**src/rtl/turtle_vector_pen_top_assert.svh**
```systemverilog
// Assertion macros for the pen engine modules; tvp_back includes them.
`ifndef TURTLE_VECTOR_PEN_TOP_ASSERT_SVH
`define TURTLE_VECTOR_PEN_TOP_ASSERT_SVH

// Property that holds in the same cycle.
`define TVP_ASSERT_NOW(lbl, ante, cons, msg) \
  lbl: assert property (@(posedge clk) disable iff (rst) (ante) |-> (cons)) else $error(msg);

// Property whose consequent holds in the next cycle.
`define TVP_ASSERT_NEXT(lbl, ante, cons, msg) \
  lbl: assert property (@(posedge clk) disable iff (rst) (ante) |=> (cons)) else $error(msg);

`endif

```
**src/rtl/tvp_pkg.sv**
```systemverilog
package tvp_pkg;

  // operation codes
  localparam logic [2:0] OP_SET_POSE   = 3'd0;
  localparam logic [2:0] OP_FORWARD    = 3'd1;
  localparam logic [2:0] OP_TURN_RIGHT = 3'd2;
  localparam logic [2:0] OP_TURN_LEFT  = 3'd3;
  localparam logic [2:0] OP_SET_PEN    = 3'd4;

  localparam int OP_W   = 3;
  localparam int POSE_W = 16;
  localparam int TURN_W = 16;
  localparam int DIST_W = 15;
  localparam int GAIN_W = 30;
  localparam int PROD_W = DIST_W + GAIN_W;
  localparam int XY_W   = 34;   // Q8 plus 16 guard bits, with headroom for the CORDIC gain
  localparam int Z_W    = 32;   // residual angle, 2^32 = one full turn
  localparam int DX_W   = XY_W - 16;

  localparam logic [GAIN_W-1:0] GAIN_Q30 = 30'd652032874;
  localparam int START_XY = 6400;

  typedef struct packed {
    logic                     is_pose;
    logic                     emit;
    logic signed [XY_W-1:0]   x;
    logic signed [XY_W-1:0]   y;
    logic [Z_W-1:0]           z;
    logic signed [POSE_W-1:0] pose_x;
    logic signed [POSE_W-1:0] pose_y;
  } item_t;

  function automatic logic [Z_W-1:0] atan_entry(input int idx);
    logic [Z_W-1:0] a;
    case (idx)
      0:  a = 32'h20000000;
      1:  a = 32'h12E4051E;
      2:  a = 32'h09FB385B;
      3:  a = 32'h051111D4;
      4:  a = 32'h028B0D43;
      5:  a = 32'h0145D7E1;
      6:  a = 32'h00A2F61E;
      7:  a = 32'h00517C55;
      8:  a = 32'h0028BE53;
      9:  a = 32'h00145F2F;
      10: a = 32'h000A2F98;
      11: a = 32'h000517CC;
      12: a = 32'h00028BE6;
      13: a = 32'h000145F3;
      14: a = 32'h0000A2FA;
      15: a = 32'h0000517D;
      16: a = 32'h000028BE;
      17: a = 32'h0000145F;
      18: a = 32'h00000A30;
      19: a = 32'h00000518;
      20: a = 32'h0000028C;
      21: a = 32'h00000146;
      22: a = 32'h000000A3;
      23: a = 32'h00000051;
      24: a = 32'h00000029;
      25: a = 32'h00000014;
      26: a = 32'h0000000A;
      27: a = 32'h00000005;
      28: a = 32'h00000003;
      29: a = 32'h00000001;
      30: a = 32'h00000001;
      default: a = 32'h00000000;
    endcase
    return a;
  endfunction

endpackage

```
**src/rtl/tvp_back.sv**
```systemverilog
module tvp_back #(
  parameter int COORD_BITS = 16
) (
  input  logic                         clk,
  input  logic                         rst,
  input  tvp_pkg::item_t               up_item,
  input  logic                         up_valid,
  output logic                         free,
  output logic                         out_valid,
  input  logic                         out_stall,
  output logic signed [COORD_BITS-1:0] start_x,
  output logic signed [COORD_BITS-1:0] start_y,
  output logic signed [COORD_BITS-1:0] end_x,
  output logic signed [COORD_BITS-1:0] end_y
);

  localparam int SUM_W = ((COORD_BITS > tvp_pkg::DX_W) ? COORD_BITS : tvp_pkg::DX_W) + 1;
  localparam logic signed [SUM_W-1:0] C_HI =
    {{(SUM_W - COORD_BITS + 1){1'b0}}, {(COORD_BITS - 1){1'b1}}};
  localparam logic signed [SUM_W-1:0] C_LO = ~C_HI;

  logic signed [COORD_BITS-1:0]       pos_x;
  logic signed [COORD_BITS-1:0]       pos_y;
  logic signed [COORD_BITS-1:0]       pos_x_next;
  logic signed [COORD_BITS-1:0]       pos_y_next;
  logic [tvp_pkg::XY_W-1:0]           rx;
  logic [tvp_pkg::XY_W-1:0]           ry;
  logic signed [tvp_pkg::DX_W-1:0]    dx;
  logic signed [tvp_pkg::DX_W-1:0]    dy;
  logic                               load;
  logic                               emit;

  function automatic logic signed [COORD_BITS-1:0] clamp(input logic signed [SUM_W-1:0] v);
    logic signed [COORD_BITS-1:0] r;
    if (v > C_HI) begin
      r = C_HI[COORD_BITS-1:0];
    end else if (v < C_LO) begin
      r = C_LO[COORD_BITS-1:0];
    end else begin
      r = v[COORD_BITS-1:0];
    end
    return r;
  endfunction

  assign free = !out_valid || !out_stall;
  assign load = free && up_valid;
  assign emit = !up_item.is_pose && up_item.emit;

  // round the offsets to Q8: add half, drop the guard bits
  assign rx = up_item.x + tvp_pkg::XY_W'(32768);
  assign ry = up_item.y + tvp_pkg::XY_W'(32768);
  assign dx = $signed(rx[tvp_pkg::XY_W-1:16]);
  assign dy = $signed(ry[tvp_pkg::XY_W-1:16]);

  always_comb begin
    if (up_item.is_pose) begin
      pos_x_next = clamp({{(SUM_W - tvp_pkg::POSE_W){up_item.pose_x[tvp_pkg::POSE_W-1]}},
                          up_item.pose_x});
      pos_y_next = clamp({{(SUM_W - tvp_pkg::POSE_W){up_item.pose_y[tvp_pkg::POSE_W-1]}},
                          up_item.pose_y});
    end else begin
      pos_x_next = clamp({{(SUM_W - COORD_BITS){pos_x[COORD_BITS-1]}}, pos_x} +
                         {{(SUM_W - tvp_pkg::DX_W){dx[tvp_pkg::DX_W-1]}}, dx});
      pos_y_next = clamp({{(SUM_W - COORD_BITS){pos_y[COORD_BITS-1]}}, pos_y} +
                         {{(SUM_W - tvp_pkg::DX_W){dy[tvp_pkg::DX_W-1]}}, dy});
    end
  end

  always_ff @(posedge clk) begin
    if (rst) begin
      out_valid <= 1'b0;
      pos_x     <= COORD_BITS'(tvp_pkg::START_XY);
      pos_y     <= COORD_BITS'(tvp_pkg::START_XY);
    end else begin
      if (free) begin
        out_valid <= up_valid && emit;
      end
      if (load) begin
        pos_x <= pos_x_next;
        pos_y <= pos_y_next;
      end
    end
  end

  always_ff @(posedge clk) begin
    if (load && emit) begin
      start_x <= pos_x;
      start_y <= pos_y;
      end_x   <= pos_x_next;
      end_y   <= pos_y_next;
    end
  end

`include "turtle_vector_pen_top_assert.svh"

  `TVP_ASSERT_NEXT(a_no_phantom, !out_valid && !(up_valid && emit), !out_valid, "segment without source")
  `TVP_ASSERT_NEXT(a_end_is_pos, load && emit, end_x == pos_x && end_y == pos_y, "segment end off position")
  `TVP_ASSERT_NEXT(a_pose_silent, load && up_item.is_pose, !out_valid, "set pose gave a segment")

endmodule

```
**config.mk**
```make
export PLATFORM = sky130hd
export DESIGN_NAME = tvp_back
export DESIGN_NICKNAME = d
export VERILOG_FILES = /design/src/rtl/tvp_pkg.sv /design/src/rtl/tvp_back.sv
export VERILOG_INCLUDE_DIRS = /design/src /design/src/rtl
export SDC_FILE = /design/constraint.sdc
export NUM_CORES = 1
export LEC_CHECK = 0
export BUFFER_PORTS_ARGS = -buffer_cell sky130_fd_sc_hd__buf_4
export CAP_MARGIN = 20
export CORE_UTILIZATION = 55
export CTS_CLUSTER_SIZE = 14
export DETAILED_ROUTE_END_ITERATION = 7
export HOLD_SLACK_MARGIN = 0.03
export PLACE_DENSITY = 0.95
export SYNTH_ARGS = -nofsm -noshare
export SYNTH_HDL_FRONTEND = slang
export SYNTH_SLANG_ARGS = --single-unit
export TNS_END_PERCENT = 5
```
**constraint.sdc**
```tcl
create_clock -name clk -period 5.3 [get_ports clk]
set_input_delay 0.53 -clock clk [delete_from_list [all_inputs] [get_ports clk]]
set_output_delay 0.53 -clock clk [all_outputs]
set_load 0.05 [all_outputs]
```
### Yosys cells after proc, flatten, opt, wreduce, memory -nomap -nowiden

Index checks and enable logic that the tools add are counted.

* flip-flop bits (word level): 97
* input port bits: 138
* output and inout bits: 66
* word-level logic and storage cells: 37

* add/subtract/negate cells: 4
* $lt $le $gt $ge: 8
* mux-type cells: 10
* reductions and logical operators: 8

Operator list (count)
* 2-to-1 mux 16 bit: 10
* adder 34 x 17 -> 34 bit, second input constant: 2
* adder 16 x 18 -> 19 bit: 2
* greater-than comparator 19 x 16 -> 1 bit, second input constant: 2
* < comparator 19 x 16 -> 1 bit, second input constant: 2
* greater-than comparator 16 bit, second input constant: 2
* < comparator 16 bit, second input constant: 2
* logical AND 1 bit: 4
* zero test 1 bit: 3
* logical OR 1 bit: 1

### Longest topological paths before layout

Gate-level depths: netlist of the first run.

* depth after elaboration: 6
* gate-level depth with buffers: 18

### Worst setup path after synthesis of the first run

No wires, ideal clock.

* path kind: input to register
* from: in up_item[113] in the netlist's numbering
* to: reg end_x[11], data pin
* library setup time: 0.260 ns
* arrival: 3.441 ns
* data required time: 5.040 ns
* setup slack: 1.599 ns
* stages on the path: 17
* buffers on the path: 1
* path through: ha_1 > nand3_1 > nor2_1 > nand2_1 > nor2_1 > nand2_1 > xnor2_1 > ha_1 > a21o_1 > a21o_1 > a21oi_1 > a31oi_4 > o22ai_2 > o31ai_4 > buf_8 > a211oi_2 > nor2_1

* word-level cells in the longest chain between the ends: 6

RTL lines
* from (decl): line tvp_back.sv:6 `input tvp_pkg::item_t up_item,`
* adder 34 x 17 -> 34 bit *: line tvp_back.sv:50 `assign rx = up_item.x + tvp_pkg::XY_W'(32768);`
* adder 16 x 18 -> 19 bit *: line tvp_back.sv:62 `pos_x_next = clamp({{(SUM_W - COORD_BITS){pos_x[COORD_BITS-1]}}, pos_x} +`
* < comparator 19 x 16 -> 1 bit: line tvp_back.sv:37 `end else if (v < C_LO) begin`
* 2-to-1 mux 16 bit: line tvp_back.sv:37
* 2-to-1 mux 16 bit *: line tvp_back.sv:35 `if (v > C_HI) begin`
* 2-to-1 mux 16 bit *: line tvp_back.sv:56 `if (up_item.is_pose) begin`
* net pos_x_next[11]: line tvp_back.sv:24 `logic signed [COORD_BITS-1:0] pos_x_next;`
* to (signal assigned): line tvp_back.sv:89 `end_x <= pos_x_next;`
* to (decl): line tvp_back.sv:13 `output logic signed [COORD_BITS-1:0] end_x,`

The timed path passes the listed nets; every way through them passes the cells marked *.
A chain may end at the register's enable or synchronous reset.

### Worst setup path in the final report of the first run

* from: in up_item[113] in the netlist's numbering
* to: reg pos_x[13]

* word-level cells in the longest chain between the ends: 6

RTL lines
* adder 34 x 17 -> 34 bit *: line tvp_back.sv:50
* adder 16 x 18 -> 19 bit *: line tvp_back.sv:62
* < comparator 19 x 16 -> 1 bit: line tvp_back.sv:37
* 2-to-1 mux 16 bit: line tvp_back.sv:37
* 2-to-1 mux 16 bit *: line tvp_back.sv:35
* 2-to-1 mux 16 bit *: line tvp_back.sv:56
* to (signal assigned): line tvp_back.sv:72 `pos_x <= COORD_BITS'(tvp_pkg::START_XY);`
* to (signal assigned): line tvp_back.sv:79 `pos_x <= pos_x_next;`
* to (decl): line tvp_back.sv:22 `logic signed [COORD_BITS-1:0] pos_x;`

Mark *: on every way between the ends. The rest lies on a longest branch, timed or not.

==> impl_metrics.tcl, run 1 <==
set metrics [dict create \
    ir_drop_mv 0.160 \
    yosysWarningCount 0 \
    switching_share_pct 34.2 \
    drv_slew 0 \
    syn2layout_area_growth_pct 22.2 \
    ant_nets 0 \
    whs_ps 472 \
    die_area_sq_um 11800 \
    path_max_fanout 11 \
    vias_per_cell 5.93 \
    synthTopCellsByArea "edfxtp_1 (31%), dfxtp_1 (11%), ha_1 (8.4%)" \
    fin_total_pwr_uw 2240 \
    cts.reportedPaths.clkPinSlew_ps 70 \
    synth.net_count 797 \
    arrival_ps 4590 \
    io_buffers 141 \
    hp-class "reg -> reg" \
    final_nets 935 \
    grt_max_degree 65 \
    synth_area_per_cell_sq_um 10.2 \
    finalCriticalPeriod_ps 4350 \
    die_x_microns 109 \
    synth-main-ff-cell "edfxtp_1" \
    pwr-share-clk_pct 27.0 \
    leakagePower_uw 0.00310 \
    crit_path_top_delay_cell "o31ai_4" \
    synthCells 615 \
    dr_wl_met2_microns 8040 \
    dr.pass1.iters 7 \
    critPathLaunchType "input pin" \
    hold_buffers 0 \
    cts_buffers 9 \
    worst_slew_pin_slew_ps 835 \
    fmax_mhz 230 \
    cp-end-kind "register" \
    period_share_pct 82.0 \
    grt_setup_unrepaired "no" \
    hold_viol 0 \
    power_density_nw_per_um2 293 \
    htreeDepth 3 \
    synth_common_cells "edfxtp_1 (64), nor2_1 (53), nand2_1 (52)" \
    power_switching_uw 766 \
    drive_above_1_share_pct 27.4 \
    yosysSeqAreaShare_pct 41.3 \
    top_layer_used "met4" \
    synth_top_area_cell "edfxtp_1" \
    start_util_pct 57.2 \
    drc 0 \
    critPathMaxStageDelay_ps 530 \
    fin_skew_ps 4.26 \
    clock_latency_ps 350 \
    cts_root_buf "clkbuf_16" \
    grt_util_all_layers_pct 27.0 \
    drt-met1-wl_microns 6590 \
    cp.required_ps 5550 \
    synth-edff-count 64 \
    grt_pass1_vias 5132 \
    postRouteWirelength_microns 15800 \
    setup_viol 0 \
    wl_met3_microns 957 \
    path_delay_family "compound AO/OA/AOI/OAI gates" \
    power_frac_seq_pct 40.2 \
    status "completed" \
    synthArstFlopShare_pct 0 \
    maxSlewHeadroom_pct 44.3 \
    io_pins 204 \
    antennaDiodeCount 0 \
    cp_cell_sequence "buf_4, ha_1, nand3_1, nor2_1, nand2_1, nor2_1, nand2_1, xnor2_1, ha_1, a21o_1, a21o_1, a21oi_1, a31oi_4, a31o_4, o31ai_4, buf_4, a211oi_2, o31ai_1" \
    postCtsSetupBuffers 0 \
    overflow 0 \
    coreArea_sq_um 10900 \
    cts_tree "yes" \
    grt_first_pass_wirelength_microns 24500 \
    die_h_microns 109 \
    vias 5327 \
    timing.critical_path.buf_inv 2 \
    cts_resized 0 \
    ys_seq_elements 97 \
    crit_type "in -> reg" \
    placementRows 38 \
    synth_cell_types 67 \
    synth_top_area_share_pct 30.7 \
    fin_setup_tns_ps 0 \
    max-clock-path-buffers 2 \
    internal_power_uw 1470 \
    synth_area_sq_um 6250 \
    gp_congestion 0.867 \
    cts_sinks 97 \
    comb_power_share_pct 32.8 \
    drt_iter0_markers 277 \
    antenna_found_initial 0 \
    post-synth-top-count-cell "edfxtp_1" \
    hpwlAfterDp_microns 11700 \
    wl_per_cell_microns 17.6 \
    max-cap-violations 0 \
]
## cells in the final DEF, fill, tap and decap left out, drive strengths merged, types with 3 or more instances in the layout
cell type	instances
and3	7
nand2b	10
xnor2	40
and2b	6
a211o	4
o31ai	27
a21o	14
xor2	17
edfxtp	64
nand3	22
clkinv	5
dfxtp	33
a32o	4
o211ai	5
and2	7
o21a	5
o21ai	19
a311oi	4
nand2	52
nor2	53
a31oi	8
buf	144
inv	22
nand4	9
a211oi	16
nor3	4
a21oi	49
o31a	3
nor2b	27
ha	42
clkbuf	9
## per-layer routing
layer / GRT usage (%) / vias to the layer above
met3: 2.93 / 24
met1: 33.4 / 2555
met4: 10.1 / 0
met5: 0 / -
li1: - / 2542
met2: 48.3 / 206
## worst register-to-register path: cells and delay by family, from the launching register on
family	cells	cell delay [ps]
AO/OA/AOI/OAI	8	2190
flip-flops	1	360
buffers and inverters	1	50
AND/OR/NAND/NOR	1	220
adder cells (fa/ha/maj)	2	580
## registers in the layout (all words and copies together) (netlist names)
register and cells:
end_x 16, pos_y 16, pos_x 16, out_valid 1
start_x 16, start_y 16, end_y 16
## cell type report
class / instances / area [sq um]
fill: 784 / 3290
clock inverter: 7 / 45.0
inverter: 20 / 75.1
sequential: 97 / 2580
multi-input combinational: 481 / 3460
clock buffer: 9 / 225
timing repair buffer: 144 / 1080
tap: 140 / 175
## through the flow
step                instance area, sq um  std cells  utilization (%)  setup WS [ps]
floorplan                           6250        615                -           1600
global placement                    7370        882             67.4            873
detailed placement                  7370        882             67.4            605
CTS                                 7640        898             69.9            964
global route                        7640        898             69.9            676
finish                              7640        898             69.9            955
## power by group through the flow
stage / logic, uW / registers [uW] / clock network (uW)
6_report: 734 / 901 / 605
5_1_grt: 794 / 905 / 636
4_1_cts: 729 / 901 / 608
3_5_place_dp: 720 / 917 / 0
3_3_place_gp: 700 / 915 / 0
2_1_floorplan: 483 / 974 / 0
## path summary, 6_finish.rpt
path / start / slack [ps] / end / cells past startpoint
max: up_item[113] / 950 / pos_x[13] / 18
min: pos_x[5] / 470 / start_x[5] / 0
max reg2reg: pos_x[0] / 1800 / pos_x[5] / 12
min reg2reg: pos_x[5] / 470 / start_x[5] / 0
## logic make-up after synthesis
kind of cell / Yosys count / synth area share [%]
AOI/OAI and AO/OA: 168 / 20.9
xor gates and xnor gates: 57 / 7.98
adders and majority gates: 44 / 9.04
muxes: 2 / 0.340
buffers and inverters: 37 / 3.46
and+or+nand+nor: 210 / 17.0
DFF: 97 / 41.3
Note: power is estimated with default switching activity, not from simulation.
==> inputs of run 2 (changes only) <==
- ABC_AREA: not set -> 1
- CORE_UTILIZATION: 55 -> 47
- PLACE_DENSITY: 0.95 -> 0.87
- clock period: 5.3 -> 3.95 ns (I/O delays scaled with it)
==> run 2 against run 1 <==
Clock power rose by 36%. Count of clock-buffer cells in the layout rose by 3. Critical endpoint is now end_x[6]. Core utilization fell by 9.1 points. First-iteration DRC count rose by 70%. Global-route usage fell by 2.9 points. Largest power group unchanged. Highest routed layer unchanged. Die area rose by 24%. Total power rose by 42%.
==> impl_metrics.tcl, run 2 <==
set metrics [dict create \
    worst_slew_pin_slew_ps 910 \
    postRouteWirelength_microns 17000 \
    cp.required_ps 4050 \
    io_pins 204 \
    cts_tree "yes" \
    crit_path_top_delay_cell "ha_2" \
    clock_latency_ps 350 \
    final_common_cell "nand2_1" \
    period_share_pct 91.8 \
    synth_top_area_share_pct 28.9 \
    arrival_ps 3730 \
    drive_above_1_share_pct 23.5 \
    setup_viol 0 \
    synth-main-ff-cell "edfxtp_1" \
    power_switching_uw 1130 \
    finalCriticalPeriod_ps 3630 \
    vias_per_cell 5.10 \
    post-synth-top-count-cell "nand2_1" \
    wl_per_cell_microns 13.9 \
    switching_share_pct 35.5 \
    grt_pass1_vias 5837 \
    synth_top_area_cell "edfxtp_1" \
    max-cap-violations 0 \
    synth_area_per_cell_sq_um 7.64 \
    gp_congestion 0.893 \
    coreArea_sq_um 13800 \
    cp_common_cell "nand2_1" \
    fin_skew_ps 11.0 \
    drv_slew 0 \
    comb_power_share_pct 35.9 \
    leakagePower_uw 0.00422 \
    drc 0 \
    post-place-ws_ps 16.0 \
    synth_xor_area_share_pct 7.51 \
    grt_util_all_layers_pct 24.1 \
    die_area_sq_um 14600 \
    die_h_microns 121 \
    syn2layout_area_growth_pct 26.3 \
    synth-simple-area-share_pct 27.0 \
    fin_total_pwr_uw 3180 \
    yosysSeqAreaShare_pct 38.9 \
    critPathMaxStageDelay_ps 370 \
    die_x_microns 121 \
    timing.critical_path.buf_inv 5 \
    path_delay_family "simple AND/OR/NAND/NOR gates" \
    critPathLaunchType "input pin" \
    synth-edff-count 64 \
    fmax_mhz 276 \
    ir_drop_mv 0.194 \
    synth_common_cells "nand2_1 (241), inv_1 (127), edfxtp_1 (64)" \
    grt_max_degree 65 \
    synth.net_count 1052 \
    whs_ps 319 \
    path_max_fanout 14 \
    worst_slack_ps 325 \
    synth_cell_types 41 \
    hold_viol 0 \
    crit_type "in -> reg" \
    ys_seq_elements 97 \
    htreeDepth 3 \
    synthCells 870 \
    maxSlewHeadroom_pct 39.2 \
    status "completed" \
    dr.pass1.iters 5 \
    cts_buffers 9 \
    io_buffers 141 \
    cts_root_buf "clkbuf_16" \
    final_nets 1216 \
    cts.reportedPaths.clkPinSlew_ps 70 \
    hp-class "in -> reg" \
    power_frac_seq_pct 38.2 \
    yosys.area_share.adder_pct 8.51 \
    max-clock-path-buffers 2 \
    overflow 0 \
    internal_power_uw 2050 \
    cp-end-kind "register" \
    drt_iter0_markers 471 \
    power_density_nw_per_um2 379 \
    cts_sinks 97 \
    synth_compound_area_share_pct 9.36 \
    hpwlAfterDp_microns 12900 \
    mostFrequentLayoutCells "nand2_1 (240), buf_4 (170), inv_1 (127)" \
    antenna_found_initial 0 \
    grt_first_pass_wirelength_microns 27700 \
    vias 6212 \
    antennaDiodeCount 0 \
    synth_area_sq_um 6650 \
    start_util_pct 48.1 \
    synth_top_family_by_area "simple AND/OR/NAND/NOR gates" \
    ant_nets 0 \
    synthArstFlopShare_pct 0 \
    yosysWarningCount 0 \
    synthTopCellsByArea "edfxtp_1 (29%), nand2_1 (14%), dfxtp_1 (9.9%)" \
    synthMuxAreaShare_pct 0 \
    pwr-share-clk_pct 25.9 \
    placementRows 43 \
]
[run 2: cell count changes after synthesis, moves of 25 or more]
cell     before  now
nand2_1      52  241
inv_1        20  127
nand3_1      22   55
or2_2         1   29
nor2b_1      27    0
a21oi_1      37   62
[run 2: power by group through the flow]
stage                     clock, uW  sequential [uW]  combinational (uW)
after floorplan                   0             1320                 696
after global placement            0             1230                1090
after detailed placement          0             1240                1120
after CTS                       839             1210                1130
after global routing            881             1220                1280
final                           823             1210                1140
[run 2: logic make-up after synthesis]
group	Yosys count
simple gates	407
buf+inv	150
compound gates	115
flops	97
xor+xnor	57
fa+ha+maj	44
[run 2: metrics by stage]
| stage | utilization, % | setup TNS (ps) | cells | area [sq um] |
|---|---|---|---|---|
| after CTS | 60.4 | 0 | 1217 | 8350 |
| after global routing | 60.7 | -16.4 | 1219 | 8400 |
| after floorplan | - | 0 | 870 | 6650 |
| after detailed placement | 58.4 | 0 | 1201 | 8070 |
| after global placement | 58.4 | 0 | 1201 | 8070 |
| final | 60.7 | 0 | 1219 | 8400 |
[run 2: worst reg2reg max path, delay by kind of cell (launching register included)]
| kind | cells | cell delay, ps |
|---|---|---|
| DFF | 1 | 370 |
| and+or+nand+nor | 14 | 1340 |
| buffers and inverters | 2 | 210 |
| adders and majority gates | 2 | 660 |
[run 2: path summary, 6_finish.rpt]
check / endpoint / cells past startpoint / startpoint / slack [ps]
min reg2reg: start_y[7] / 0 / pos_y[7] / 470
min: pos_x[12] / 3 / up_item[28] / 320
max reg2reg: end_y[12] / 18 / pos_y[0] / 1110
max: end_x[6] / 26 / up_item[114] / 320
[run 2: layout make-up]
class	instances	area, sq um
clock inverter	4	28.8
sequential	97	2580
fill	1201	5430
tap	180	225
multi-input combinational	623	3520
inverter	132	495
clock buffer	12	246
timing repair buffer	171	1300
[run 2: repair_timing]
item / 4_1_cts / 5_1_grt
endpoints found under the setup margin: 0 / 34
gates resized for setup: 0 / 9
buffers inserted: 0 / 2
hold buffers: 0 / 0
[run 2: layer usage]
layer  wire, microns  GRT usage [%]
met5               0              0
met4             428           10.0
met3             765           2.96
met2            7890           39.1
met1            7920           32.5
