## config.mk

```make
export PLATFORM = sky130hd
export DESIGN_NAME = tvp_cell
export DESIGN_NICKNAME = d
export VERILOG_FILES = /design/src/rtl/turtle_vector_pen_top_assert.svh /design/src/rtl/tvp_pkg.sv /design/src/rtl/tvp_cell.sv
export SDC_FILE = /design/constraint.sdc
export NUM_CORES = 1
export LEC_CHECK = 0
export ABC_CLOCK_PERIOD_IN_PS = 10800
export BUFFER_PORTS_ARGS = -buffer_cell sky130_fd_sc_hd__buf_4
export CORE_MARGIN = 2
export CORE_UTILIZATION = 48
export DETAILED_ROUTE_END_ITERATION = 12
export PLACE_DENSITY_LB_ADDON = 0.15
export SLEW_MARGIN = 20
export SYNTH_ARGS = -nofsm -noshare
export SYNTH_HDL_FRONTEND = slang
export SYNTH_SLANG_ARGS = --single-unit
export TNS_END_PERCENT = 10
```

## constraint.sdc

```tcl
create_clock -name clk -period 10.8 [get_ports clk]
set_clock_uncertainty 0.15 [all_clocks]
set_input_delay 2.16 -clock clk [delete_from_list [all_inputs] [get_ports clk]]
set_output_delay 2.16 -clock clk [all_outputs]
set_load 0.1 [all_outputs]
```

## src/rtl/turtle_vector_pen_top_assert.svh

```systemverilog
// Assertion macros for the pen engine modules; tvp_back includes them.
`ifndef TURTLE_VECTOR_PEN_TOP_ASSERT_SVH
`define TURTLE_VECTOR_PEN_TOP_ASSERT_SVH

// Property that holds in the same cycle.
`define TVP_ASSERT_NOW(lbl, ante, cons, msg) \
  lbl: assert property (@(posedge clk) disable iff (rst) (ante) |-> (cons)) else $error(msg);

// Property whose consequent holds in the next cycle.
`define TVP_ASSERT_NEXT(lbl, ante, cons, msg) \
  lbl: assert property (@(posedge clk) disable iff (rst) (ante) |=> (cons)) else $error(msg);

`endif

```

## src/rtl/tvp_pkg.sv

```systemverilog
package tvp_pkg;

  // operation codes
  localparam logic [2:0] OP_SET_POSE   = 3'd0;
  localparam logic [2:0] OP_FORWARD    = 3'd1;
  localparam logic [2:0] OP_TURN_RIGHT = 3'd2;
  localparam logic [2:0] OP_TURN_LEFT  = 3'd3;
  localparam logic [2:0] OP_SET_PEN    = 3'd4;

  localparam int OP_W   = 3;
  localparam int POSE_W = 16;
  localparam int TURN_W = 16;
  localparam int DIST_W = 15;
  localparam int GAIN_W = 30;
  localparam int PROD_W = DIST_W + GAIN_W;
  localparam int XY_W   = 34;   // Q8 plus 16 guard bits, with headroom for the CORDIC gain
  localparam int Z_W    = 32;   // residual angle, 2^32 = one full turn
  localparam int DX_W   = XY_W - 16;

  localparam logic [GAIN_W-1:0] GAIN_Q30 = 30'd652032874;
  localparam int START_XY = 6400;

  typedef struct packed {
    logic                     is_pose;
    logic                     emit;
    logic signed [XY_W-1:0]   x;
    logic signed [XY_W-1:0]   y;
    logic [Z_W-1:0]           z;
    logic signed [POSE_W-1:0] pose_x;
    logic signed [POSE_W-1:0] pose_y;
  } item_t;

  function automatic logic [Z_W-1:0] atan_entry(input int idx);
    logic [Z_W-1:0] a;
    case (idx)
      0:  a = 32'h20000000;
      1:  a = 32'h12E4051E;
      2:  a = 32'h09FB385B;
      3:  a = 32'h051111D4;
      4:  a = 32'h028B0D43;
      5:  a = 32'h0145D7E1;
      6:  a = 32'h00A2F61E;
      7:  a = 32'h00517C55;
      8:  a = 32'h0028BE53;
      9:  a = 32'h00145F2F;
      10: a = 32'h000A2F98;
      11: a = 32'h000517CC;
      12: a = 32'h00028BE6;
      13: a = 32'h000145F3;
      14: a = 32'h0000A2FA;
      15: a = 32'h0000517D;
      16: a = 32'h000028BE;
      17: a = 32'h0000145F;
      18: a = 32'h00000A30;
      19: a = 32'h00000518;
      20: a = 32'h0000028C;
      21: a = 32'h00000146;
      22: a = 32'h000000A3;
      23: a = 32'h00000051;
      24: a = 32'h00000029;
      25: a = 32'h00000014;
      26: a = 32'h0000000A;
      27: a = 32'h00000005;
      28: a = 32'h00000003;
      29: a = 32'h00000001;
      30: a = 32'h00000001;
      default: a = 32'h00000000;
    endcase
    return a;
  endfunction

endpackage

```

## src/rtl/tvp_cell.sv

```systemverilog
module tvp_cell #(
  parameter int IDX = 0
) (
  input  logic           clk,
  input  logic           rst,
  input  tvp_pkg::item_t up_item,
  input  logic           up_valid,
  input  logic           down_free,
  output tvp_pkg::item_t item,
  output logic           valid,
  output logic           free
);

  localparam logic [tvp_pkg::Z_W-1:0] ATAN = tvp_pkg::atan_entry(IDX);

  logic signed [tvp_pkg::XY_W-1:0] xs;
  logic signed [tvp_pkg::XY_W-1:0] ys;
  tvp_pkg::item_t                  item_next;

  assign free = !valid || down_free;
  assign xs   = $signed(up_item.x) >>> IDX;
  assign ys   = $signed(up_item.y) >>> IDX;

  // one micro-rotation towards zero residual angle
  always_comb begin
    item_next = up_item;
    if (!up_item.z[tvp_pkg::Z_W-1]) begin
      item_next.x = up_item.x - ys;
      item_next.y = up_item.y + xs;
      item_next.z = up_item.z - ATAN;
    end else begin
      item_next.x = up_item.x + ys;
      item_next.y = up_item.y - xs;
      item_next.z = up_item.z + ATAN;
    end
  end

  always_ff @(posedge clk) begin
    if (rst) begin
      valid <= 1'b0;
    end else if (free) begin
      valid <= up_valid;
    end
  end

  always_ff @(posedge clk) begin
    if (free) begin
      item <= item_next;
    end
  end

endmodule

```

# After elaboration in Yosys (flattened, before gate mapping)
# Index checks and enable logic that the tools add are counted.
[totals]
wordCells = 16
regBits = 135
in_bits = 138
out_inout_bits = 136
[classes]
n_mux = 1
n_addsub = 5
reduce_logical = 2
[ops]
columns = ["op", "count"]
rows = [
  ["100-bit two-way mux", 1],
  ["34-bit subtractor", 2],
  ["34-bit adder", 1],
  ["32-bit by 30-bit adder with 32-bit output (second input constant)", 1],
  ["32-bit by 30-bit subtractor with 32-bit output (second input constant)", 1],
  ["1-bit logical NOT", 1],
  ["1-bit logical OR", 1],
]

# Longest topological paths before layout
# Gate-level depths: netlist of run 1.
[logic_depth]
depth_word = 2
mapped_depth = 12
depth_no_buf = 11

# Worst setup path after synthesis of run 1
# OpenSTA, ideal clock, no wires.
[synth_path]
kind = "input port to output port"
start = "in down_free"
end = "out free"
setup_slack_ns = 2.408
path_buffers = 0
arrival_time_ns = 6.082
required_ns = 8.490
cell_stages = 1
cell_sequence = "nand2b_1"
[synth_via]
elab_chain_cells = 1
[synth_rtl]
columns = ["element", "line", "text"]
rows = [
  ["start, declared", "tvp_cell.sv:8", "input logic down_free,"],
  ["1-bit logical OR", "tvp_cell.sv:20", "assign free = !valid || down_free;"],
  ["end, declared", "tvp_cell.sv:11", "output logic free"],
]
# No other way between the ends.

# Worst setup path after layout of run 1
# Ends and elaborated chain as after synthesis.

==> results.toml, run 1 <==
[floorplanning]
core-area_mm2 = 0.0204
start_util_pct = 49.1
die-area_mm2 = 0.0220
rows = 52
ios = 274
die_w_um = 148
die_h_um = 148

[sta]
setup_viol = 0
holdWs_ns = 0.878
slew_violations = 0
max_freq_ghz = 0.185
tns_ns = 0
period_minus_slack_ns = 5.40
hold_violations = 0
relSlewSlack_pct = 39.0
worst_slew_pin_slew_ns = 0.916
fin_crit_sh_pct = 50.0
rsz0062_at_grt = "false"

[finish]
fillers = 1768
drive_gt1_share_pct = 24.7
final_area_mm2 = 0.0129
layout.nets = 1546
area_growth_pct = 28.8
layout_commonest_cell = "buf_4"
n_antenna_cell = 0
most-common-layout-cells = "buf_4 (277), edfxtp_1 (133), a21oi_1 (106)"

[critical_path]
cpMaxStageDelayCell = "nand2b_4"
path_buf_inv = 2
critPathCapture = "free"
reg2reg_depth = 2
critPathArrivalTime_ns = 3.09
cp_max_fo = 31
cp-end-kind = "primary output"
cp-start-kind = "input pin"
crit_chain = "buf_4 -> nand2b_4 -> buf_4"
critPathKind = "input pin to primary output"
cp_top_family = "buffers and inverters"
rrSetupSlack_ns = 8.69
worstPathRequired_ns = 8.49
r2r_start = "valid"
crit_cells = 3
reg2reg_to = "item[48]"
cpMostUsedCell = "buf_4"
critPathLaunch = "down_free"
max_stage_delay_ns = 0.43

[synth]
synth_area_mm2 = 0.00999
ys_types = 72
yosys.area.top_type = "edfxtp_1"
ys_seq_area_share_pct = 40.2
ys_seq_elements = 134
synth-edff-count = 133
syn_avg_cell_area_um2 = 9.48
netlist_instances = 1054
yosys_warnings = 0
ys.flop_type = "edfxtp_1"
yosys-top-cells-area = "edfxtp_1 (40%), ha_1 (12%), a21oi_1 (5.3%)"
synth_top_area_share_pct = 40.0
async_flop_share_pct = 0
synth_nets = 1295

[power]
pwr-share-comb_pct = 45.3
p_seq_share_pct = 28.5
power.internal_w = 0.00130
switchingPower_w = 0.00114
powerDensity_mw_per_mm2 = 190
p_leak_nw = 5.74
switching_share_pct = 46.7
clkPwrFrac_pct = 26.2
p_total_w = 0.00244
vdd_drop_max_mv = 0.118

[run]
max-cap-violations = 0

[clocking]
holdBufCountCts = 0
cts_setup_buffers = 0
cts-root-buf = "clkbuf_16"
clock-sinks = 134
cts_tree = "built"
clk_pin_slew_ns = 0.06
clk_latency_ns = 0.42
cts_buffers = 17
clock_path_buffers = 2
htree_levels = 4
cts_resized = 0

[global_route]
grt_pass1_vias = 8705
grt_max_degree = 82
grt_pass1_wl_um = 49900
antenna_found_initial = 0
overflow = 0
grt_usage_pct = 29.6

[route]
vias_per_cell = 5.81
drt_iter0_drc = 811
vias = 9226
wl_um = 32900
drcViolationCount = 0
dr.pass1.iters = 6
detail_route.wl_per_cell_um = 20.7
ant_nets = 0

[outcome]
status = "finished clean"

[place]
port-buffer-count = 273
hpwl_um = 25700
gp_congestion = 1.00
post_dp_cell_area_mm2 = 0.0122

[worst_hold_path]
hold_class = "register to register"
kinds of logic (layout without fill, tap and decap cells):
kind of cell	after synthesis	after routing	share of synthesized area [%]
compound gates	324	324	20.7
simple gates	260	260	12.7
buf+inv	151	415	5.86
flops	134	134	40.2
fa+ha+maj	103	103	13.2
xor+xnor	63	63	5.52
mux	19	19	1.90
area by class of cell:
cell class / count / area [um^2] / area share [%]
Clock buffer: 17 / 425 / 3.31
Inverter: 106 / 398 / 3.09
Clock inverter: 15 / 211 / 1.64
Sequential cell: 134 / 4010 / 31.2
Timing Repair Buffer: 277 / 2080 / 16.2
Multi-Input combinational cell: 769 / 5400 / 42.0
Tap cell: 270 / 338 / 2.63
stage by stage:
stage | util, % | setup slack [ns] | std cells
floorplan | - | 2.41 | 1054
global placement | 60.1 | 5.37 | 1556
detailed placement | 60.1 | 5.37 | 1556
CTS | 63.2 | 5.37 | 1588
global route | 63.2 | 5.36 | 1588
finish | 63.2 | 5.40 | 1588
power groups by stage:
stage / Combinational, W / Clock, W / Sequential [W]
final: 0.00111 / 0.000640 / 0.000696
after global routing: 0.00115 / 0.000670 / 0.000703
after CTS: 0.00110 / 0.000649 / 0.000696
after detailed placement: 0.00110 / 0 / 0.000707
after global placement: 0.00110 / 0 / 0.000704
after floorplan: 0.000279 / 0 / 0.00126
worst register-to-register path, stage by stage, from the launching register on:
cell and delay (ns):
dfxtp_1 0.37, nand2b_4 0.42, buf_4 0.76
how the worst min path moves through the flow:
| stage | from | end | slack [ns] | cells after the start |
|---|---|---|---|---|
| after floorplan | rst | valid | 2.08 | 1 |
| after global placement | valid | item[0] | 0.92 | 1 |
| after detailed placement | valid | item[0] | 0.92 | 1 |
| after CTS | valid | item[99] | 0.93 | 1 |
| after global routing | valid | item[99] | 0.93 | 1 |
| final | valid | item[99] | 0.88 | 1 |
registers in the layout, indices dropped and copies added, names as in the netlist:
| register | count |
|---|---|
| item | 133 |
| valid | 1 |
per-layer routing:
metal	track usage (%)	share of wire (%)	vias to the layer above
li1	-	-	4314
met2	52.0	50	426
met4	9.29	2.7	0
met5	0	0	-
met3	6.32	7.5	70
met1	36.3	40	4416
cells in the mapped netlist (4+ instances only):
library cell  count
xor2_1           12
a221oi_1          7
o21a_1            9
or4_1             5
o31ai_1          11
or3_1            10
nor3_1           18
and2_1            4
inv_1           104
nor2b_1          19
mux2i_1          19
o21bai_1         15
clkbuf_1         29
buf_1            10
o211ai_1         14
o211a_1           4
o221ai_1          5
edfxtp_1        133
a21o_1           17
nand4_1          12
a21oi_1         106
nor4_1            8
o21ai_0          75
a211oi_1          7
o22ai_1           5
nand2_1          55
fa_1              4
a31oi_1           9
and3_1            4
nand2b_1         14
nand3_1          19
xnor2_1          51
nor2_1           81
ha_1             99
(Power assumes the default switching activity.)
==> inputs of run 2 (changes only) <==
--- a/config.mk
+++ b/config.mk
@@ -5,7 +5,7 @@
 export SDC_FILE = /design/constraint.sdc
 export NUM_CORES = 1
 export LEC_CHECK = 0
-export ABC_CLOCK_PERIOD_IN_PS = 10800
+export ABC_CLOCK_PERIOD_IN_PS = 4500
 export BUFFER_PORTS_ARGS = -buffer_cell sky130_fd_sc_hd__buf_4
 export CORE_MARGIN = 2
 export CORE_UTILIZATION = 48
==> constraint.sdc (replaced) <==
create_clock -name clk -period 4.5 [get_ports clk]
set_clock_uncertainty 0.15 [all_clocks]
set_input_delay 0.9 -clock clk [delete_from_list [all_inputs] [get_ports clk]]
set_output_delay 0.9 -clock clk [all_outputs]
set_load 0.1 [all_outputs]
==> results.toml, run 2 (synthesis results as in run 1) <==
[outcome]
status = "finished clean"

[sta]
relSlewSlack_pct = 37.9
setup_viol = 0
tns_ns = 0
worst_slew_pin_slew_ns = 0.931
holdWs_ns = 0.476
max_freq_ghz = 0.268
fin_crit_sh_pct = 82.9
rsz0062_at_grt = "false"
hold_violations = 0
slew_violations = 0
period_minus_slack_ns = 3.73
postLayoutSetupSlackWorst_ns = 0.771

[critical_path]
worstPathRequired_ns = 4.53
cp-end-kind = "register"
rrSetupSlack_ns = 2.78
critPathKind = "input pin to register"
r2r_start = "valid"
critPathArrivalTime_ns = 3.76
reg2reg_to = "item[80]"
reg2reg_depth = 2
cp_max_fo = 4
cp-start-kind = "input pin"

[power]
powerDensity_mw_per_mm2 = 445
p_leak_nw = 5.83
vdd_drop_max_mv = 0.309

[worst_hold_path]
min-delay-start = "rst"
whs_endpoint = "valid"
hold_class = "input pin to register"
hold_depth = 2

[clocking]
clk_latency_ns = 0.42
clock_path_buffers = 2
cts_buffers = 17
cts_resized = 0
cts_tree = "built"
htree_levels = 4
clk_pin_slew_ns = 0.08
holdBufCountCts = 0
cts_setup_buffers = 0
cts-root-buf = "clkbuf_16"
clock-sinks = 134

[route]
detail_route.wl_per_cell_um = 20.9
dr.pass1.iters = 6
drt_iter0_drc = 934
wl_um = 33600
drcViolationCount = 0
ant_nets = 0
vias_per_cell = 5.74
vias = 9257

[global_route]
antenna_found_initial = 0
grt_usage_pct = 29.7
grt_max_degree = 81
grt_pass1_vias = 8503
overflow = 0
grt_pass1_wl_um = 49900

[place]
gp_congestion = 0.943
hpwl_um = 26600
pre_cts_ws_ns = 0.402
port-buffer-count = 273

[floorplanning]
start_util_pct = 49.1
core-area_mm2 = 0.0204
ios = 274
die_h_um = 148
rows = 52
die-area_mm2 = 0.0220
die_w_um = 148

[finish]
layout.nets = 1570
fillers = 1728
area_growth_pct = 30.1
largestRegisters = "item x133, valid x1"
largest_reg_flops = 133
multi_input_area_mm2 = 0.00540
regMostFlops = "item"
n_antenna_cell = 0
seq_area_mm2 = 0.00401
final_core_util_pct = 63.8
layout_commonest_cell = "buf_4"
drive_gt1_share_pct = 26.0
most-common-layout-cells = "buf_4 (301), edfxtp_1 (133), a21oi_1 (106)"

[run]
max-cap-violations = 0
## run 2: cell types whose count changed in the layout (fill, tap and decap cells not counted)
| cell | previous run | this run |
|---|---|---|
| buf_4 | 277 | 301 |
| bufinv_16 | 3 | 1 |
| clkinv_2 | 0 | 1 |
| clkinv_4 | 1 | 2 |
| clkinvlp_4 | 1 | 2 |
| inv_6 | 5 | 4 |
## run 2: final cells by class
class                   instances  area share, %
clock inverters                15           1.26
inverters                     106           3.06
repair buffers                301           17.4
well taps                     270           2.60
multi-input cells             769           41.6
clock buffers                  17           3.27
flip-flops and latches        134           30.9
## run 2: power breakdown
group          switching, W  internal [W]  total, W
Clock              0.000637      0.000788   0.00143
Sequential        0.0000633       0.00160   0.00167
Combinational       0.00205      0.000644   0.00270
Total               0.00275       0.00304   0.00579
## run 2: per-layer routing
| layer | routed length, um | vias to the layer above | track usage (%) | share of wire, % |
|---|---|---|---|---|
| met5 | 0 | - | 0 | 0 |
| met4 | 879 | 0 | 9.05 | 2.6 |
| met3 | 2540 | 62 | 5.12 | 7.6 |
| met2 | 16700 | 449 | 51.7 | 50 |
| met1 | 13500 | 4382 | 37.8 | 40 |
| li1 | - | 4364 | - | - |
## run 2: worst max path at each step
stage | from | end | slack [ns] | cells past startpoint
3_3_place_gp | up_item[64] | item[82] | 0.42 | 12
6_report | up_item[64] | item[82] | 0.77 | 12
2_1_floorplan | down_free | free | 0.47 | 1
3_5_place_dp | up_item[64] | item[82] | 0.40 | 12
4_1_cts | up_item[64] | item[82] | 0.80 | 12
5_1_grt | up_item[64] | item[82] | 0.57 | 12
## run 2: critical path, stage by stage
cell and delay, ns:
buf_4 0.13, ha_1 0.22, fa_1 0.40, nor2b_1 0.17, o311ai_0 0.47, buf_4 0.23
a211oi_2 0.08, nor2_1 0.25, nor3b_1 0.45, o31ai_1 0.14, o21ai_0 0.21, xnor2_1 0.10
## run 2: through the flow
stage	instances	cell area (um^2)	power [W]
2_1_floorplan	1054	10000	0.00370
3_3_place_gp	1580	12400	0.00436
3_5_place_dp	1580	12400	0.00437
4_1_cts	1612	13000	0.00579
5_1_grt	1612	13000	0.00597
6_report	1612	13000	0.00579
==> inputs of run 3 (changes only) <==
--- a/config.mk
+++ b/config.mk
@@ -5,7 +5,8 @@
 export SDC_FILE = /design/constraint.sdc
 export NUM_CORES = 1
 export LEC_CHECK = 0
-export ABC_CLOCK_PERIOD_IN_PS = 4500
+export ABC_AREA = 1
+export ABC_CLOCK_PERIOD_IN_PS = 3300
 export BUFFER_PORTS_ARGS = -buffer_cell sky130_fd_sc_hd__buf_4
 export CORE_MARGIN = 2
 export CORE_UTILIZATION = 48
==> constraint.sdc (replaced) <==
create_clock -name clk -period 3.3 [get_ports clk]
set_clock_uncertainty 0.15 [all_clocks]
set_input_delay 0.66 -clock clk [delete_from_list [all_inputs] [get_ports clk]]
set_output_delay 0.66 -clock clk [all_outputs]
set_load 0.1 [all_outputs]
==> results.toml, run 3 <==
[sta]
worst_slew_pin_slew_ns = 0.750
slew_violations = 0
hold_violations = 0
rsz0062_at_grt = "false"
max_freq_ghz = 0.370
tns_ns = 0
period_minus_slack_ns = 2.71
fin_crit_sh_pct = 82.0
setup_viol = 0
relSlewSlack_pct = 50.0

[clocking]
holdBufCountCts = 0
htree_levels = 4
cts-root-buf = "clkbuf_16"
clk_latency_ns = 0.43
cts_setup_buffers = 0
cts_tree = "built"
clk_pin_slew_ns = 0.07
clock_path_buffers = 2
clock-sinks = 134
cts_buffers = 17
cts_resized = 0

[synth]
yosys-top-cells-area = "edfxtp_1 (35%), nand2_1 (15%), ha_1 (11%)"
synth_commonest_cells = "nand2_1 (456), inv_1 (240), nand3_1 (157)"
synth_nets = 1855
ys_seq_area_share_pct = 34.9
syn_avg_cell_area_um2 = 7.12
ys_seq_elements = 134
netlist_instances = 1614
async_flop_share_pct = 0
synth_area_mm2 = 0.0115
yosys_warnings = 0
synth-edff-count = 133
ys.flop_type = "edfxtp_1"
ys_types = 41
synth_top_area_share_pct = 34.8
synthMostInstantiatedCell = "nand2_1"
yosys.area.top_type = "edfxtp_1"

[critical_path]
critPathKind = "input pin to register"
rrSetupSlack_ns = 1.58
cp-end-kind = "register"
reg2reg_to = "item[105]"
reg2reg_depth = 2
r2r_start = "valid"
crit_chain = "buf_4 -> inv_1 -> ha_1 -> inv_1 -> nand2_1 -> nor2_1 -> inv_1 -> nor3_1 -> nand2_1 -> nand2_1 -> nand2_1 -> nand3_1 -> nand2_1"
cpMaxStageDelayCell = "ha_1"
max_stage_delay_ns = 0.47
cp-start-kind = "input pin"
critPathArrivalTime_ns = 2.75
worstPathRequired_ns = 3.35
cpMostUsedCell = "nand2_1"
cp_max_fo = 10

[finish]
final_cells = 2224
drive_gt1_share_pct = 19.7
final_core_util_pct = 61.8
layout.nets = 2132
area_growth_pct = 26.4
regMostFlops = "item"
most-common-layout-cells = "nand2_1 (455), buf_4 (303), inv_1 (239)"
largestRegisters = "item x133, valid x1"
largest_reg_flops = 133
layout_commonest_cell = "nand2_1"
fillers = 2237
final_area_mm2 = 0.0145

[floorplanning]
ios = 274
core-area_mm2 = 0.0235
die_w_um = 159
die-area_mm2 = 0.0252
start_util_pct = 48.9
die_h_um = 159
rows = 56

[power]
powerDensity_mw_per_mm2 = 530
p_leak_nw = 7.36
vdd_drop_max_mv = 0.365
p_total_w = 0.00769

[run]
max-cap-violations = 0

[global_route]
grt_pass1_wl_um = 60700
grt_usage_pct = 32.1
grt_max_degree = 105
overflow = 0
antenna_found_initial = 1
grt_pass1_vias = 11300

[route]
dr.pass1.iters = 8
ant_nets = 0
drt_iter0_drc = 956
drcViolationCount = 0
wl_um = 40700
vias = 12000
detail_route.wl_per_cell_um = 18.3
vias_per_cell = 5.38

[place]
post-place-cells = 2191
port-buffer-count = 273
hpwl_um = 33700
gp_congestion = 0.971
post_dp_cell_area_mm2 = 0.0139

[worst_hold_path]
hold_depth = 2
whs_endpoint = "valid"
hold_class = "input pin to register"
min-delay-start = "rst"

[outcome]
status = "finished clean"
[run 3: layout make-up]
cell class              count  area (um^2)  share of cell area, %
clock inverters            15          165                   1.14
repair buffers            305         2310                   15.9
well taps                 319          399                   2.75
multi-input cells        1183         6260                   43.1
diodes                      1         2.50                 0.0172
inverters                 250          938                   6.46
clock buffers              17          425                   2.93
flip-flops and latches    134         4010                   27.6
[run 3: cells by family after synthesis]
| group | count (synthesis) | share of synthesized area [%] |
|---|---|---|
| and+or+nand+nor | 812 | 29.7 |
| DFF | 134 | 34.9 |
| AOI/OAI and AO/OA | 244 | 11.3 |
| buffers and inverters | 297 | 10.7 |
| adders and majority gates | 103 | 11.5 |
| xor gates and xnor gates | 24 | 1.83 |
[run 3: layer usage]
metal / GRT usage, % / routed length [um]
met1: 42.3 / 17400
met2: 52.7 / 18700
met3: 4.74 / 3170
met4: 13.2 / 1480
met5: 0 / 0
[run 3: report_power, final]
group,total [W],switching (W),internal (W)
clock network,0.00196,0.000888,0.00107
registers,0.00219,0.0000654,0.00213
logic,0.00354,0.00272,0.000820
total,0.00769,0.00367,0.00402
[run 3: metrics by stage]
step	worst slack [ns]	hold slack, ns
floorplan	0.442	0.579
global placement	0.244	0.625
detailed placement	0.216	0.646
CTS	0.661	0.223
global route	0.416	0.230
finish	0.595	0.225
[run 3: how the worst max path moves through the flow]
stage | startpoint | end | cells past startpoint
global route | up_item[64] | item[88] | 14
floorplan | valid | free | 1
global placement | up_item[79] | item[125] | 12
CTS | up_item[64] | item[96] | 14
finish | up_item[85] | item[94] | 13
detailed placement | up_item[64] | item[96] | 14
[run 3: worst max-delay path: cells and delay by family]
family	cells	cell delay [ns]
simple gates	8	1.11
buf+inv	4	0.52
fa+ha+maj	1	0.47
